[config.mk]
export PLATFORM = sky130hd
export DESIGN_NAME = modular_exponentiation
export DESIGN_NICKNAME = d
export VERILOG_FILES = /design/src/rtl/mexp_pkg.sv /design/src/rtl/mexp_modmul.sv /design/src/rtl/mexp_dp.sv /design/src/rtl/mexp_seq.sv /design/src/rtl/modular_exponentiation.sv
export SDC_FILE = /design/constraint.sdc
export NUM_CORES = 1
export LEC_CHECK = 0
export BUFFER_PORTS_ARGS = -buffer_cell sky130_fd_sc_hd__buf_2
export CAP_MARGIN = 20
export CORE_UTILIZATION = 44
export DETAILED_ROUTE_END_ITERATION = 16
export REMOVE_ABC_BUFFERS = 1
export SYNTH_ARGS = -nofsm -noshare
export SYNTH_HDL_FRONTEND = slang
export SYNTH_SLANG_ARGS = --single-unit
export TNS_END_PERCENT = 30
[constraint.sdc]
create_clock -name clk -period 8.2 [get_ports clk]
set_clock_uncertainty 0.15 [all_clocks]
set_input_delay 0 -clock clk [delete_from_list [all_inputs] [get_ports clk]]
set_output_delay 0 -clock clk [all_outputs]
set_load 0.02 [all_outputs]
[src/rtl/mexp_pkg.sv]
`timescale 1ns / 1ps
`default_nettype none
// ----------------------------------------------------------------------------
// mexp_pkg: shared types, constants and microprogram
// Control word layout, sequencer status, and the read-only program that
// drives the modular exponentiation datapath.
// ----------------------------------------------------------------------------
package mexp_pkg;

  localparam int MOD_BITS_DEF = 16;
  localparam int FIELD_W      = 16;
  localparam int CFG_W        = 16;
  localparam int REG_IDX_W    = 1;
  localparam int PC_W         = 3;

  localparam logic [REG_IDX_W-1:0] REG_MODULUS  = 1'b0;
  localparam logic [REG_IDX_W-1:0] REG_EXPONENT = 1'b1;

  localparam logic [CFG_W-1:0] MODULUS_RST  = 16'd2;
  localparam logic [CFG_W-1:0] EXPONENT_RST = 16'd1;

  typedef enum logic [2:0] {
    OP_NOP,
    OP_ACCEPT,
    OP_MM_STEP,
    OP_RED_DONE,
    OP_BIT_START,
    OP_BIT_DONE,
    OP_EMIT
  } op_t;

  typedef enum logic [1:0] {
    HOLD_NONE,
    HOLD_IN,
    HOLD_OUT
  } hold_t;

  typedef enum logic [1:0] {
    LOOP_NONE,
    LOOP_CNT,
    LOOP_BITS,
    LOOP_ALWAYS
  } loop_t;

  typedef struct packed {
    op_t             op;
    hold_t           hold;
    loop_t           loop_sel;
    logic [PC_W-1:0] target;
  } ctl_word_t;

  typedef struct packed {
    op_t  op;
    logic exec;
  } cmd_t;

  typedef struct packed {
    logic cnt_last;
    logic bits_last;
  } dp_stat_t;

  typedef struct packed {
    logic     in_valid;
    logic     out_busy;
    dp_stat_t dp;
  } seq_stat_t;

  localparam logic [PC_W-1:0] ST_ACCEPT    = 3'd0;
  localparam logic [PC_W-1:0] ST_RED_STEP  = 3'd1;
  localparam logic [PC_W-1:0] ST_RED_DONE  = 3'd2;
  localparam logic [PC_W-1:0] ST_BIT_START = 3'd3;
  localparam logic [PC_W-1:0] ST_BIT_STEP  = 3'd4;
  localparam logic [PC_W-1:0] ST_BIT_DONE  = 3'd5;
  localparam logic [PC_W-1:0] ST_EMIT      = 3'd6;

  function automatic ctl_word_t prog_word(input logic [PC_W-1:0] pc);
    ctl_word_t w;
    unique case (pc)
      ST_ACCEPT:    w = '{OP_ACCEPT,    HOLD_IN,   LOOP_NONE,   ST_ACCEPT};
      ST_RED_STEP:  w = '{OP_MM_STEP,   HOLD_NONE, LOOP_CNT,    ST_RED_STEP};
      ST_RED_DONE:  w = '{OP_RED_DONE,  HOLD_NONE, LOOP_NONE,   ST_ACCEPT};
      ST_BIT_START: w = '{OP_BIT_START, HOLD_NONE, LOOP_NONE,   ST_ACCEPT};
      ST_BIT_STEP:  w = '{OP_MM_STEP,   HOLD_NONE, LOOP_CNT,    ST_BIT_STEP};
      ST_BIT_DONE:  w = '{OP_BIT_DONE,  HOLD_NONE, LOOP_BITS,   ST_BIT_START};
      ST_EMIT:      w = '{OP_EMIT,      HOLD_OUT,  LOOP_ALWAYS, ST_ACCEPT};
      default:      w = '{OP_NOP,       HOLD_NONE, LOOP_ALWAYS, ST_ACCEPT};
    endcase
    return w;
  endfunction

endpackage
`default_nettype wire

[src/rtl/mexp_modmul.sv]
`timescale 1ns / 1ps
`default_nettype none
// ----------------------------------------------------------------------------
// mexp_modmul: bit-serial modular multiplier lane
// Interleaved a*b mod m, one bit of b per cycle while step is high, MSB first. Requires a < m.
// ----------------------------------------------------------------------------
module mexp_modmul
  import mexp_pkg::*;
#(
  parameter int W = MOD_BITS_DEF
) (
  input  logic         clk,
  input  logic         start,
  input  logic         step,
  input  logic [W-1:0] a,
  input  logic [W-1:0] b,
  input  logic [W-1:0] m,
  output logic [W-1:0] r
);

  logic [W-1:0] a_q;
  logic [W-1:0] b_q;
  logic [W:0]   dbl;
  logic [W:0]   sum;
  logic [W-1:0] dbl_red;
  logic [W-1:0] r_next;

  always_comb begin
    dbl     = {r, 1'b0};
    dbl_red = (dbl >= {1'b0, m}) ? W'(dbl - {1'b0, m}) : W'(dbl);
    sum     = {1'b0, dbl_red} + (b_q[W-1] ? {1'b0, a_q} : '0);
    r_next  = (sum >= {1'b0, m}) ? W'(sum - {1'b0, m}) : W'(sum);
  end

  always_ff @(posedge clk) begin
    if (start) begin
      a_q <= a;
      b_q <= b;
      r   <= '0;
    end else if (step) begin
      b_q <= {b_q[W-2:0], 1'b0};
      r   <= r_next;
    end
  end

endmodule
`default_nettype wire

[src/rtl/mexp_dp.sv]
`timescale 1ns / 1ps
`default_nettype none
// ----------------------------------------------------------------------------
// mexp_dp: exponentiation datapath
// Base power, accumulator, exponent shifter, step counters and two
// modular multiplier lanes (acc*base and base*base).
// ----------------------------------------------------------------------------
module mexp_dp
  import mexp_pkg::*;
#(
  parameter int W = MOD_BITS_DEF
) (
  input  logic         clk,
  input  cmd_t         cmd,
  input  logic [W-1:0] m_w,
  input  logic [W-1:0] e_w,
  input  logic [W-1:0] base_w,
  output logic [W-1:0] acc,
  output dp_stat_t     stat
);

  localparam int CNT_W = $clog2(W + 1);

  logic [W-1:0]     base_r;
  logic [W-1:0]     ebits;
  logic [CNT_W-1:0] cnt;
  logic [CNT_W-1:0] bitcnt;
  logic             do_accept;
  logic             do_step;
  logic             do_red_done;
  logic             do_bit_start;
  logic             do_bit_done;
  logic [W-1:0]     a_lane_a;
  logic [W-1:0]     a_lane_b;
  logic [W-1:0]     r_lane_a;
  logic [W-1:0]     r_lane_b;

  assign do_accept    = cmd.exec && (cmd.op == OP_ACCEPT);
  assign do_step      = cmd.exec && (cmd.op == OP_MM_STEP);
  assign do_red_done  = cmd.exec && (cmd.op == OP_RED_DONE);
  assign do_bit_start = cmd.exec && (cmd.op == OP_BIT_START);
  assign do_bit_done  = cmd.exec && (cmd.op == OP_BIT_DONE);

  // base reduction runs as 1 * base mod m
  assign a_lane_a = do_accept ? W'(1) : base_r;
  assign a_lane_b = do_accept ? base_w : acc;

  mexp_modmul #(.W(W)) u_lane_mul (
    .clk   (clk),
    .start (do_accept || do_bit_start),
    .step  (do_step),
    .a     (a_lane_a),
    .b     (a_lane_b),
    .m     (m_w),
    .r     (r_lane_a)
  );

  mexp_modmul #(.W(W)) u_lane_sqr (
    .clk   (clk),
    .start (do_bit_start),
    .step  (do_step),
    .a     (base_r),
    .b     (base_r),
    .m     (m_w),
    .r     (r_lane_b)
  );

  always_ff @(posedge clk) begin
    if (do_accept) begin
      acc    <= W'(1);
      ebits  <= e_w;
      bitcnt <= CNT_W'(W);
      cnt    <= CNT_W'(W);
    end else if (do_bit_start) begin
      cnt <= CNT_W'(W);
    end else if (do_step) begin
      cnt <= cnt - CNT_W'(1);
    end else if (do_red_done) begin
      base_r <= r_lane_a;
    end else if (do_bit_done) begin
      if (ebits[0]) begin
        acc <= r_lane_a;
      end
      base_r <= r_lane_b;
      ebits  <= ebits >> 1;
      bitcnt <= bitcnt - CNT_W'(1);
    end
  end

  assign stat.cnt_last  = (cnt == CNT_W'(1));
  assign stat.bits_last = (bitcnt == CNT_W'(1));

endmodule
`default_nettype wire

[src/rtl/mexp_seq.sv]
`timescale 1ns / 1ps
`default_nettype none
// ----------------------------------------------------------------------------
// mexp_seq: microprogram sequencer
// Step counter over the program table with hold and conditional jumps.
// ----------------------------------------------------------------------------
module mexp_seq
  import mexp_pkg::*;
(
  input  logic      clk,
  input  logic      rst,
  input  seq_stat_t stat,
  output cmd_t      cmd
);

  logic [PC_W-1:0] pc;
  logic [PC_W-1:0] pc_next;
  ctl_word_t       word;
  logic            held;
  logic            take;

  assign word = prog_word(pc);

  always_comb begin
    unique case (word.hold)
      HOLD_IN:  held = !stat.in_valid;
      HOLD_OUT: held = stat.out_busy;
      default:  held = 1'b0;
    endcase
  end

  always_comb begin
    unique case (word.loop_sel)
      LOOP_CNT:    take = !stat.dp.cnt_last;
      LOOP_BITS:   take = !stat.dp.bits_last;
      LOOP_ALWAYS: take = 1'b1;
      default:     take = 1'b0;
    endcase
  end

  always_comb begin
    if (held) begin
      pc_next = pc;
    end else if (take) begin
      pc_next = word.target;
    end else begin
      pc_next = PC_W'(pc + PC_W'(1));
    end
  end

  always_ff @(posedge clk) begin
    if (rst) begin
      pc <= ST_ACCEPT;
    end else begin
      pc <= pc_next;
    end
  end

  assign cmd.op   = word.op;
  assign cmd.exec = !held;

endmodule
`default_nettype wire

[src/rtl/modular_exponentiation.sv]
`timescale 1ns / 1ps
`default_nettype none
// ----------------------------------------------------------------------------
// modular_exponentiation: base^exponent mod modulus
// Right-to-left square-and-multiply under a microcoded sequencer.
// ----------------------------------------------------------------------------
// One item is in work at a time. The base is first reduced, then each of
// the MOD_BITS exponent bits runs a multiply and a square side by side in
// the bit-serial modular multipliers, which retire one multiplier bit per
// cycle. The next item is accepted in the cycle after the result enters
// the output register, which holds it until taken. A modulus below two
// gives 0. The user must write configuration only while no item is in
// work; the block itself does not enforce this.
module modular_exponentiation
  import mexp_pkg::*;
#(
  parameter int MOD_BITS = MOD_BITS_DEF
) (
  input  logic                 clk,
  input  logic                 rst,
  input  logic                 write_enable,
  input  logic [REG_IDX_W-1:0] reg_index,
  input  logic [CFG_W-1:0]     write_data,
  input  logic                 in_valid,
  output logic                 in_stall,
  input  logic [FIELD_W-1:0]   base_value,
  output logic                 out_valid,
  input  logic                 out_stall,
  output logic [FIELD_W-1:0]   power_result
);

  logic [CFG_W-1:0]    modulus;
  logic [CFG_W-1:0]    exponent;
  logic [MOD_BITS-1:0] m_w;
  logic [MOD_BITS-1:0] e_w;
  logic [MOD_BITS-1:0] base_w;
  logic [MOD_BITS-1:0] acc;
  cmd_t                cmd;
  dp_stat_t            dp_stat;
  seq_stat_t           seq_stat;
  logic                emit;

  always_ff @(posedge clk) begin
    if (rst) begin
      modulus  <= MODULUS_RST;
      exponent <= EXPONENT_RST;
    end else if (write_enable) begin
      unique case (reg_index)
        REG_MODULUS:  modulus  <= write_data;
        REG_EXPONENT: exponent <= write_data;
      endcase
    end
  end

  assign m_w    = MOD_BITS'(modulus);
  assign e_w    = MOD_BITS'(exponent);
  assign base_w = MOD_BITS'(base_value);

  assign seq_stat.in_valid = in_valid;
  assign seq_stat.out_busy = out_valid && out_stall;
  assign seq_stat.dp       = dp_stat;

  mexp_seq u_seq (
    .clk  (clk),
    .rst  (rst),
    .stat (seq_stat),
    .cmd  (cmd)
  );

  mexp_dp #(.W(MOD_BITS)) u_dp (
    .clk    (clk),
    .cmd    (cmd),
    .m_w    (m_w),
    .e_w    (e_w),
    .base_w (base_w),
    .acc    (acc),
    .stat   (dp_stat)
  );

  assign in_stall = (cmd.op != OP_ACCEPT);
  assign emit     = cmd.exec && (cmd.op == OP_EMIT);

  always_ff @(posedge clk) begin
    if (rst) begin
      out_valid <= 1'b0;
    end else if (emit) begin
      out_valid <= 1'b1;
    end else if (!out_stall) begin
      out_valid <= 1'b0;
    end
  end

  always_ff @(posedge clk) begin
    if (emit) begin
      power_result <= (m_w < MOD_BITS'(2)) ? '0 : FIELD_W'(acc);
    end
  end

endmodule
`default_nettype wire

# After elaboration in Yosys (flattened, before gate mapping)

Index checks and enable logic that the tools add are counted.
Widths: inputs -> output; s select.

Output and inout bits: 18
Register bits after elaboration: 206
Bits of input ports: 38

$add $sub $neg: 9
Equality and inequality tests: 24
$lt $le $gt $ge: 5
Muxes and demuxes: 24
Reduce and logical (&&, ||, !) cells: 24
Bitwise gates (word level): 5

Operator list:

| cell                | count |
|---|---|
| $mux 16             | 18 |
| $pmux 10 s7         | 1 |
| $ge 17x16->1        | 4 |
| $sub 16x16->16      | 4 |
| $add 16x16->17      | 2 |
| $eq 3x3->1 const B  | 6 |
| $lt 16x2->1 const B | 1 |
| $eq 3x2->1 const B  | 4 |
| $reduce_and 4->1    | 3 |
| $eq 5x1->1 const B  | 2 |
| $sub 5x1->5 const B | 2 |
| $ne 2x1->1 const B  | 4 |
| $reduce_bool 2->1   | 4 |
| $logic_and 1x1->1   | 7 |
| $eq 2x2->1 const B  | 3 |
| $eq 3x1->1 const B  | 2 |
| $not 1->1           | 5 |
| $reduce_and 5->1    | 1 |
| $eq 2x1->1 const B  | 2 |
| $logic_not 1->1     | 4 |
| $reduce_and 2->1    | 2 |
| $add 3x1->3 const B | 1 |
| $logic_not 3->1     | 1 |
| $mux 3              | 1 |
| other kinds (6)     | 7 |

# Depth between registers and ports, before layout

Gate-level depths: netlist (run 1).

Word-level depth: 11
Depth in mapped cells: 30
Gate-level depth less buffers: 28

# By module

Synthesis (run 1) repeated with hierarchy kept, for this count alone.

Cells, all modules: 1497
Area, all modules: 13895.8 um^2

By module, submodules not included:

| module                        | cells each | area an instance (um^2) | sequential area each (um^2) | instances |
|---|---|---|---|---|
| mexp_modmul (u_dp.u_lane_sqr) | 484        | 4508.1                  | 1281.2                      | 1 |
| mexp_modmul (u_dp.u_lane_mul) | 493        | 4425.5                  | 1281.2                      | 1 |
| mexp_dp                       | 292        | 2761.4                  | 1481.4                      | 1 |
| modular_exponentiation        | 186        | 1845.5                  | 1141.1                      | 1 |
| mexp_seq                      | 42         | 355.3                   | 60.1                        | 1 |

# Worst setup path after synthesis (run 1)

Ideal clock, no wire load.

Kind: flip-flop to flip-flop
From: reg modulus[1], in the netlist m_w[1]
To: reg u_dp.u_lane_sqr.r[10]
Library setup time: 0.127 ns
Period minus slack after synthesis: 6.086 ns
Cell stages (with the launch flop): 27
Setup slack: 2.114 ns
Arrival time: 5.809 ns
Path through: dfxtp_1 > inv_1 > ha_1 > nor2b_1 > o21ai_1 > a21boi_1 > o31ai_2 > a311oi_1 > a221oi_2 > o21bai_2 > buf_6 > mux2_2 > ha_1 > a211o_1 > a21oi_2 > a21oi_1 > a2111o_1 > xor2_1 > ha_1 > a21oi_1 > o21ai_0 > or3_1 > o211ai_1 > nand2_2 > buf_6 > mux2i_1 > o21ai_1

Word-level cells in the longest chain between the ends: 5

Ends and longest elaborated chain:

| item                                                  | RTL line                     | text |
|---|---|---|
| start: declaration                                    | modular_exponentiation.sv:32 | `logic [CFG_W-1:0] modulus;` |
| start signal: assignment                              | modular_exponentiation.sv:49 | `REG_MODULUS: modulus <= write_data;` |
| $sub 16x16->16 / $ge 17x16->1 (equally long branches) | mexp_modmul.sv:30            | `dbl_red = (dbl >= {1'b0, m}) ? W'(dbl - {1'b0, m}) : W'(dbl);` |
| $mux 16                                               | mexp_modmul.sv:30            |  |
| $add 16x16->17                                        | mexp_modmul.sv:31            | `sum = {1'b0, dbl_red} + (b_q[W-1] ? {1'b0, a_q} : '0);` |
| $sub 16x16->16 / $ge 17x16->1 (equally long branches) | mexp_modmul.sv:32            | `r_next = (sum >= {1'b0, m}) ? W'(sum - {1'b0, m}) : W'(sum);` |
| $mux 16 (*)                                           | mexp_modmul.sv:32            |  |
| end signal: assignment                                | mexp_modmul.sv:42            | `r <= r_next;` |
| end: declaration                                      | mexp_modmul.sv:18            | `output logic [W-1:0] r` |

Every way passes the cells marked *; elsewhere a longest branch is shown, timed or not.
A chain may end at the register's enable or synchronous reset.

# Final worst setup path (run 1)

From: reg modulus[1], in the netlist m_w[1]
To: reg u_dp.u_lane_sqr.r[15]

Same word-level chain as after synthesis.

==> results.toml, run 1 <==
[cells_and_area]
area_delta_synth_final_pct = 14.32
num_antenna_cells = 0
final_core_util_pct = 51.27
share_of_layout_cells_above_drive_strength_1_pct = 11.11
filler_cell_count = 2798
num-nets-final = 1699

[route]
routedWlPerCell_um = 18.83
wl_met3_um = 1629
met1_wirelength_um = 17300
vias_per_cell = 5.566
vias = 10890
post-route-drc-count = 0
wl_um = 36840
detail-route-antenna-nets = 0
detailedRoute.firstIterationViolations = 716
drt_first_pass_iters = 5
met2WireLength_um = 16810
route.top_layer_used = "met4"

[yosys]
synth-main-ff-cell = "edfxtp_1"
synth_cell_types = 84
synth_top_area_cell = "edfxtp_1"
ys_async_sr_fraction_pct = 0
yosys_warnings = 0
yosys.area.top_type_share_pct = 25.17
synthesized_cell_area_mm2 = 0.01336
synthCells = 1457
postSynthRegisterBits = 206
synth_enable_flop_cells = 112
post_syn_area_per_cell_um2 = 9.171
netlist_top_cells_count = "287 x nand2_1, 120 x a21oi_1, 112 x edfxtp_1"
synthMostInstantiatedCell = "nand2_1"
sequential_share_of_the_synthesized_area_pct = 39.25
netlist_top_cells_area = "edfxtp_1 25%, dfxtp_1 14%, ha_1 10%"

[sta]
final_hold_viol_count = 0
grt_setup_unrepaired = "false"
report.final.setup_viol = 0
tightestPinTransition_ns = 1.017
fin_tns_setup_ns = 0
finalMaxSlewViolations = 0
period_needed_ns = 7.228
worst_slew_margin_rel_pct = 32.22
final_critical_path_setup_slack_ns = 0.9718
final_min_period_over_clock_period_pct = 88.15
max_clk_rate_ghz = 0.1383
fin_worst_hold_slack_ns = 0.1144

[floorplanning]
die_h_um = 176.3
core-area_mm2 = 0.02980
fp.dieW_um = 176.3
area_of_the_die_mm2 = 0.03107
initial_utilization_pct = 44.85
io_pins = 56
row_count = 63

[grt]
grt.total_usage_pct = 23.82
number_of_global_route_vias_before_repair = 10390
grt_pass1_wl_um = 57010
grt_remaining_overflow = 0
grt_start_max_net_pins = 50
antenna_found_initial = 1

[worst_setup_path]
worst-endpoint-arrival_ns = 7.47
cp-start-kind = "register"
worst-endpoint-required_ns = 8.44
crit_chain = "inv_1 -> ha_1 -> nor2b_1 -> o21ai_1 -> a21boi_1 -> o31ai_2 -> a311oi_1 -> a221oi_2 -> o21bai_2 -> mux2_2 -> ha_1 -> a211o_1 -> a21oi_2 -> a21oi_1 -> a2111o_1 -> xor2_1 -> ha_1 -> a21oi_1 -> o21ai_0 -> or3_1 -> o211ai_1 -> nand2_2 -> mux2i_1 -> o21ai_1"
critPathMostFrequentCell = "ha_1"
timing.critical_path.slowest_cell_delay_ns = 0.66
cp_slowest_cell = "o21bai_2"
crit_family = "compound AO/OA/AOI/OAI gates"
crit_buf_inv = 1
worstSetupEndpointType = "register"
timing.critical_path.fanout_max = 17
worst-setup-path-type = "register to register"

[placed_design]
detailedPlace.worstSlack_ns = 1.074
place.port_buffers = 55
place_congestion = 0.8848
dpl.hpwl_um = 27030

[clock_tree]
cts_resized = 0
clock_tree.root_cell = "clkbuf_16"
clock_slew_seen_by_the_registers_of_the_worst_setup_and_hold_paths_ns = 0.06
clk-insertion-delay-late_ns = 0.53
cts-buffers-inserted = 24
cts.sinks = 206
cts_htree_levels = 1
tritoncts = "done"
clock_path_buffers = 3

[hold_path]
hp-class = "primary input to register"

[run]
max_cap_viol_count = 0

[run_status]
run_status = "finished, final reports clean"
-- metal layers --
layer  GRT usage [%]  vias up
li1                -     5365
met4           7.609        0
met1           32.94     5198
met2           38.86      265
met3           2.562       60
met5               0        -
-- cells in the final DEF, fill, tap and decap left out, types with 16 or more instances in the layout --
master         netlist  routed
a21oi_1            120     120
and2_1              74      74
inv_1               58      58
a21o_1              26      26
clkbuf_16            0      25
edfxtp_1           112     112
a22oi_1             16      16
mux2_2              36      36
mux2i_1             32      32
nor2_1              60      59
nor3_1              16      16
nand3_1             34      34
dlygate4sd3_1        0      47
ha_1               107     107
dfxtp_1             94      94
xnor2_1             56      56
nand2_1            287     287
buf_2                5      55
o21ai_0             48      48
xor2_1              28      28
-- what timing repair did --
action	CTS	global route
setup buffers	0	0
endpoints found under the hold margin	68	0
hold buffers	47	0
setup endpoints to repair	0	0
-- through the flow --
stage / instances / instance area, um^2
after floorplan: 1409 / 13140
after global placement: 1862 / 13970
after detailed placement: 1862 / 13970
after CTS: 1953 / 15250
after global routing: 1956 / 15280
final: 1956 / 15280
-- flip-flops by register name, summed over array words and instances, names as in the netlist, 3 cells and up --
signal and cells:
e_w 16, m_w 16, power_result 16, u_dp.acc 16, u_dp.base_r 16, u_dp.ebits 16
u_dp.u_lane_mul.a_q 16, u_dp.u_lane_mul.b_q 16, u_dp.u_lane_mul.r 16, u_dp.u_lane_sqr.a_q 16, u_dp.u_lane_sqr.b_q 16, u_dp.u_lane_sqr.r 16
u_dp.bitcnt 5, u_dp.cnt 5, u_seq.pc 3
-- kinds of logic after synthesis --
logic type | after synthesis | share of synthesized area [%]
AOI/OAI and AO/OA | 315 | 15.25
buffers and inverters | 107 | 3.343
muxes | 75 | 6.217
and+or+nand+nor | 557 | 19.51
DFF | 206 | 39.25
xor gates and xnor gates | 84 | 5.506
adders and majority gates | 113 | 10.92
-- layout make-up --
class	instances	area (um^2)	share of cell area, %
Clock inverter	8	108.9	0.7126
Sequential cell	206	5245	34.34
Inverter	59	221.5	1.450
Multi-Input combinational cell	1144	7684	50.30
Clock buffer	36	696.9	4.562
Timing Repair Buffer	113	832.0	5.447
Tap cell	390	488.0	3.194
-- worst reg2reg max path: cells and delay by family, from the launching register on --
| kind | cells | cell delay, ns |
|---|---|---|
| fa+ha+maj | 3 | 1.08 |
| compound gates | 14 | 3.50 |
| simple gates | 3 | 0.84 |
| xor+xnor | 1 | 0.25 |
| mux | 2 | 0.68 |
| buf+inv | 1 | 0.26 |
| flops | 1 | 0.32 |
-- path summary, 6_finish.rpt --
kind,start,to,cells past startpoint,slack [ns]
worst max register to register,m_w[1],u_dp.u_lane_sqr.r[15],24,0.97
worst max-delay path,m_w[1],u_dp.u_lane_sqr.r[15],24,0.97
worst min register to register,e_w[13],e_w[13],2,0.31
worst min-delay path,out_stall,out_valid,4,0.11
Power of run 1 is not shown: default switching activity piles up to over one toggle a cycle in this logic, so the estimate is an artifact.
==> inputs of run 2 (changes only) <==
--- a/config.mk
+++ b/config.mk
@@ -7,6 +7,7 @@
 export LEC_CHECK = 0
 export BUFFER_PORTS_ARGS = -buffer_cell sky130_fd_sc_hd__buf_2
 export CAP_MARGIN = 20
+export CORE_MARGIN = 5
 export CORE_UTILIZATION = 44
 export DETAILED_ROUTE_END_ITERATION = 16
 export REMOVE_ABC_BUFFERS = 1
==> results.toml, run 2 (synthesized netlist as in run 1, its figures left out) <==
[sta]
final_min_period_over_clock_period_pct = 87.90
worst_slew_margin_rel_pct = 24.83
final_hold_viol_count = 0
finalMaxSlewViolations = 0
period_needed_ns = 7.208
grt_setup_unrepaired = "false"
report.final.setup_viol = 0
fin_tns_setup_ns = 0
tightestPinTransition_ns = 1.119
max_clk_rate_ghz = 0.1387

[worst_setup_path]
worstSetupEndpointType = "register"
critical_path.endpoint = "u_dp.u_lane_sqr.r[1]"
cp_slowest_cell = "o21bai_2"
worst-endpoint-required_ns = 8.43
critPathMostFrequentCell = "ha_1"
timing.reg2reg.setup_slack_ns = 0.99
crit_path_start = "m_w[1]"
cp-start-kind = "register"
timing.critical_path.slowest_cell_delay_ns = 0.68
worst_r2r_path_depth = 24
timing.critical_path.fanout_max = 17
worst-setup-path-type = "register to register"
worst_r2r_endpoint = "u_dp.u_lane_sqr.r[1]"
reg2reg_from = "m_w[1]"
crit_chain = "inv_1 -> ha_1 -> nor2b_1 -> o21ai_1 -> a21boi_1 -> o31ai_2 -> a311oi_1 -> a221oi_2 -> o21bai_2 -> mux2_2 -> ha_1 -> a211o_1 -> a21oi_2 -> a21oi_1 -> a2111o_1 -> xor2_1 -> ha_1 -> a21oi_1 -> o21ai_0 -> or3_1 -> o211ai_1 -> nand2_2 -> mux2i_1 -> o21ai_0"
worst-endpoint-arrival_ns = 7.44

[clock_tree]
clock_path_buffers = 3
clock_tree.root_cell = "clkbuf_16"
cts_htree_levels = 1
cts-buffers-inserted = 24
tritoncts = "done"
clock_slew_seen_by_the_registers_of_the_worst_setup_and_hold_paths_ns = 0.06
clk-insertion-delay-late_ns = 0.52
cts.sinks = 206
cts_resized = 0

[grt]
number_of_global_route_vias_before_repair = 10460
met2_usage_pct = 34.75
grt_pass1_wl_um = 57950
most_crowded_layer_after_global_routing = "met2"
groute.layer.met1.usage_pct = 30.03
grt_remaining_overflow = 0
grt.met3_usage_pct = 2.921
antenna_found_initial = 1
grt.total_usage_pct = 21.73
grt_start_max_net_pins = 51

[placed_design]
place.port_buffers = 55
place_congestion = 0.8961
dpl.hpwl_um = 27650

[floorplanning]
area_of_the_die_mm2 = 0.03396
die_h_um = 184.3
row_count = 63
core-area_mm2 = 0.02980
io_pins = 56
initial_utilization_pct = 44.85
fp.dieW_um = 184.3

[cells_and_area]
num-nets-final = 1705
most_common_cell_after_layout_fill_and_taps_aside = "nand2_1"
share_of_layout_cells_above_drive_strength_1_pct = 10.81
final_cell_mix = "287 x nand2_1, 120 x a21oi_1, 112 x edfxtp_1"
area_delta_synth_final_pct = 14.67

[run]
max_cap_viol_count = 0

[hold_path]
hp-class = "primary input to register"
hp-start = "out_stall"

[route]
detail-route-antenna-nets = 0
detailedRoute.firstIterationViolations = 695
routedWlPerCell_um = 19.20
vias = 10930
wl_um = 37690
vias_per_cell = 5.566
post-route-drc-count = 0
drt_first_pass_iters = 5

[run_status]
run_status = "finished, final reports clean"
## run 2: critical path, delay by kind of cell, from the launching register on
kind	cells	cell delay [ns]
adder cells (fa/ha/maj)	3	1.07
multiplexers	2	0.66
AO/OA/AOI/OAI	14	3.54
flip-flops	1	0.33
XOR/XNOR	1	0.25
buffers and inverters	1	0.25
AND/OR/NAND/NOR	3	0.81
## run 2: worst min-delay path by stage
stage,endpoint,cells after the start
after floorplan,e_w[10],1
after global placement,out_valid,3
after detailed placement,e_w[0],3
after CTS,out_valid,4
after global routing,e_w[1],4
final,out_valid,4
## run 2: metal layers
metal	vias up	share of wire, %
li1	5373	-
met4	0	4.3
met5	-	0
met3	83	5.4
met1	5152	45
met2	319	45
## run 2: final cells by class
type / count / area, um^2
clock buffer: 33 / 686.9
multi-input combinational: 1144 / 7684
tap: 390 / 488.0
timing repair buffer: 119 / 890.9
antenna: 1 / 2.502
inverter: 59 / 221.5
fill: 2764 / 14470
sequential: 206 / 5245
clock inverter: 11 / 105.1
## run 2: metrics by stage
step / cells / instance area (um^2) / util (%) / hold WS (ns) / worst slack [ns]
floorplan: 1409 / 13140 / - / -0.08093 / 1.898
global placement: 1862 / 13970 / 46.90 / 0.1011 / 1.225
detailed placement: 1862 / 13970 / 46.90 / 0.1057 / 1.078
CTS: 1960 / 15310 / 51.37 / 0.1273 / 1.048
global route: 1963 / 15320 / 51.43 / 0.1594 / 0.3712
finish: 1963 / 15320 / 51.43 / 0.1428 / 0.9921
## run 2: repair_timing
item	CTS	global route
setup buffers	0	0
endpoints found under the hold margin	68	0
hold buffers	54	0
Power of run 2 is left out for the same reason.
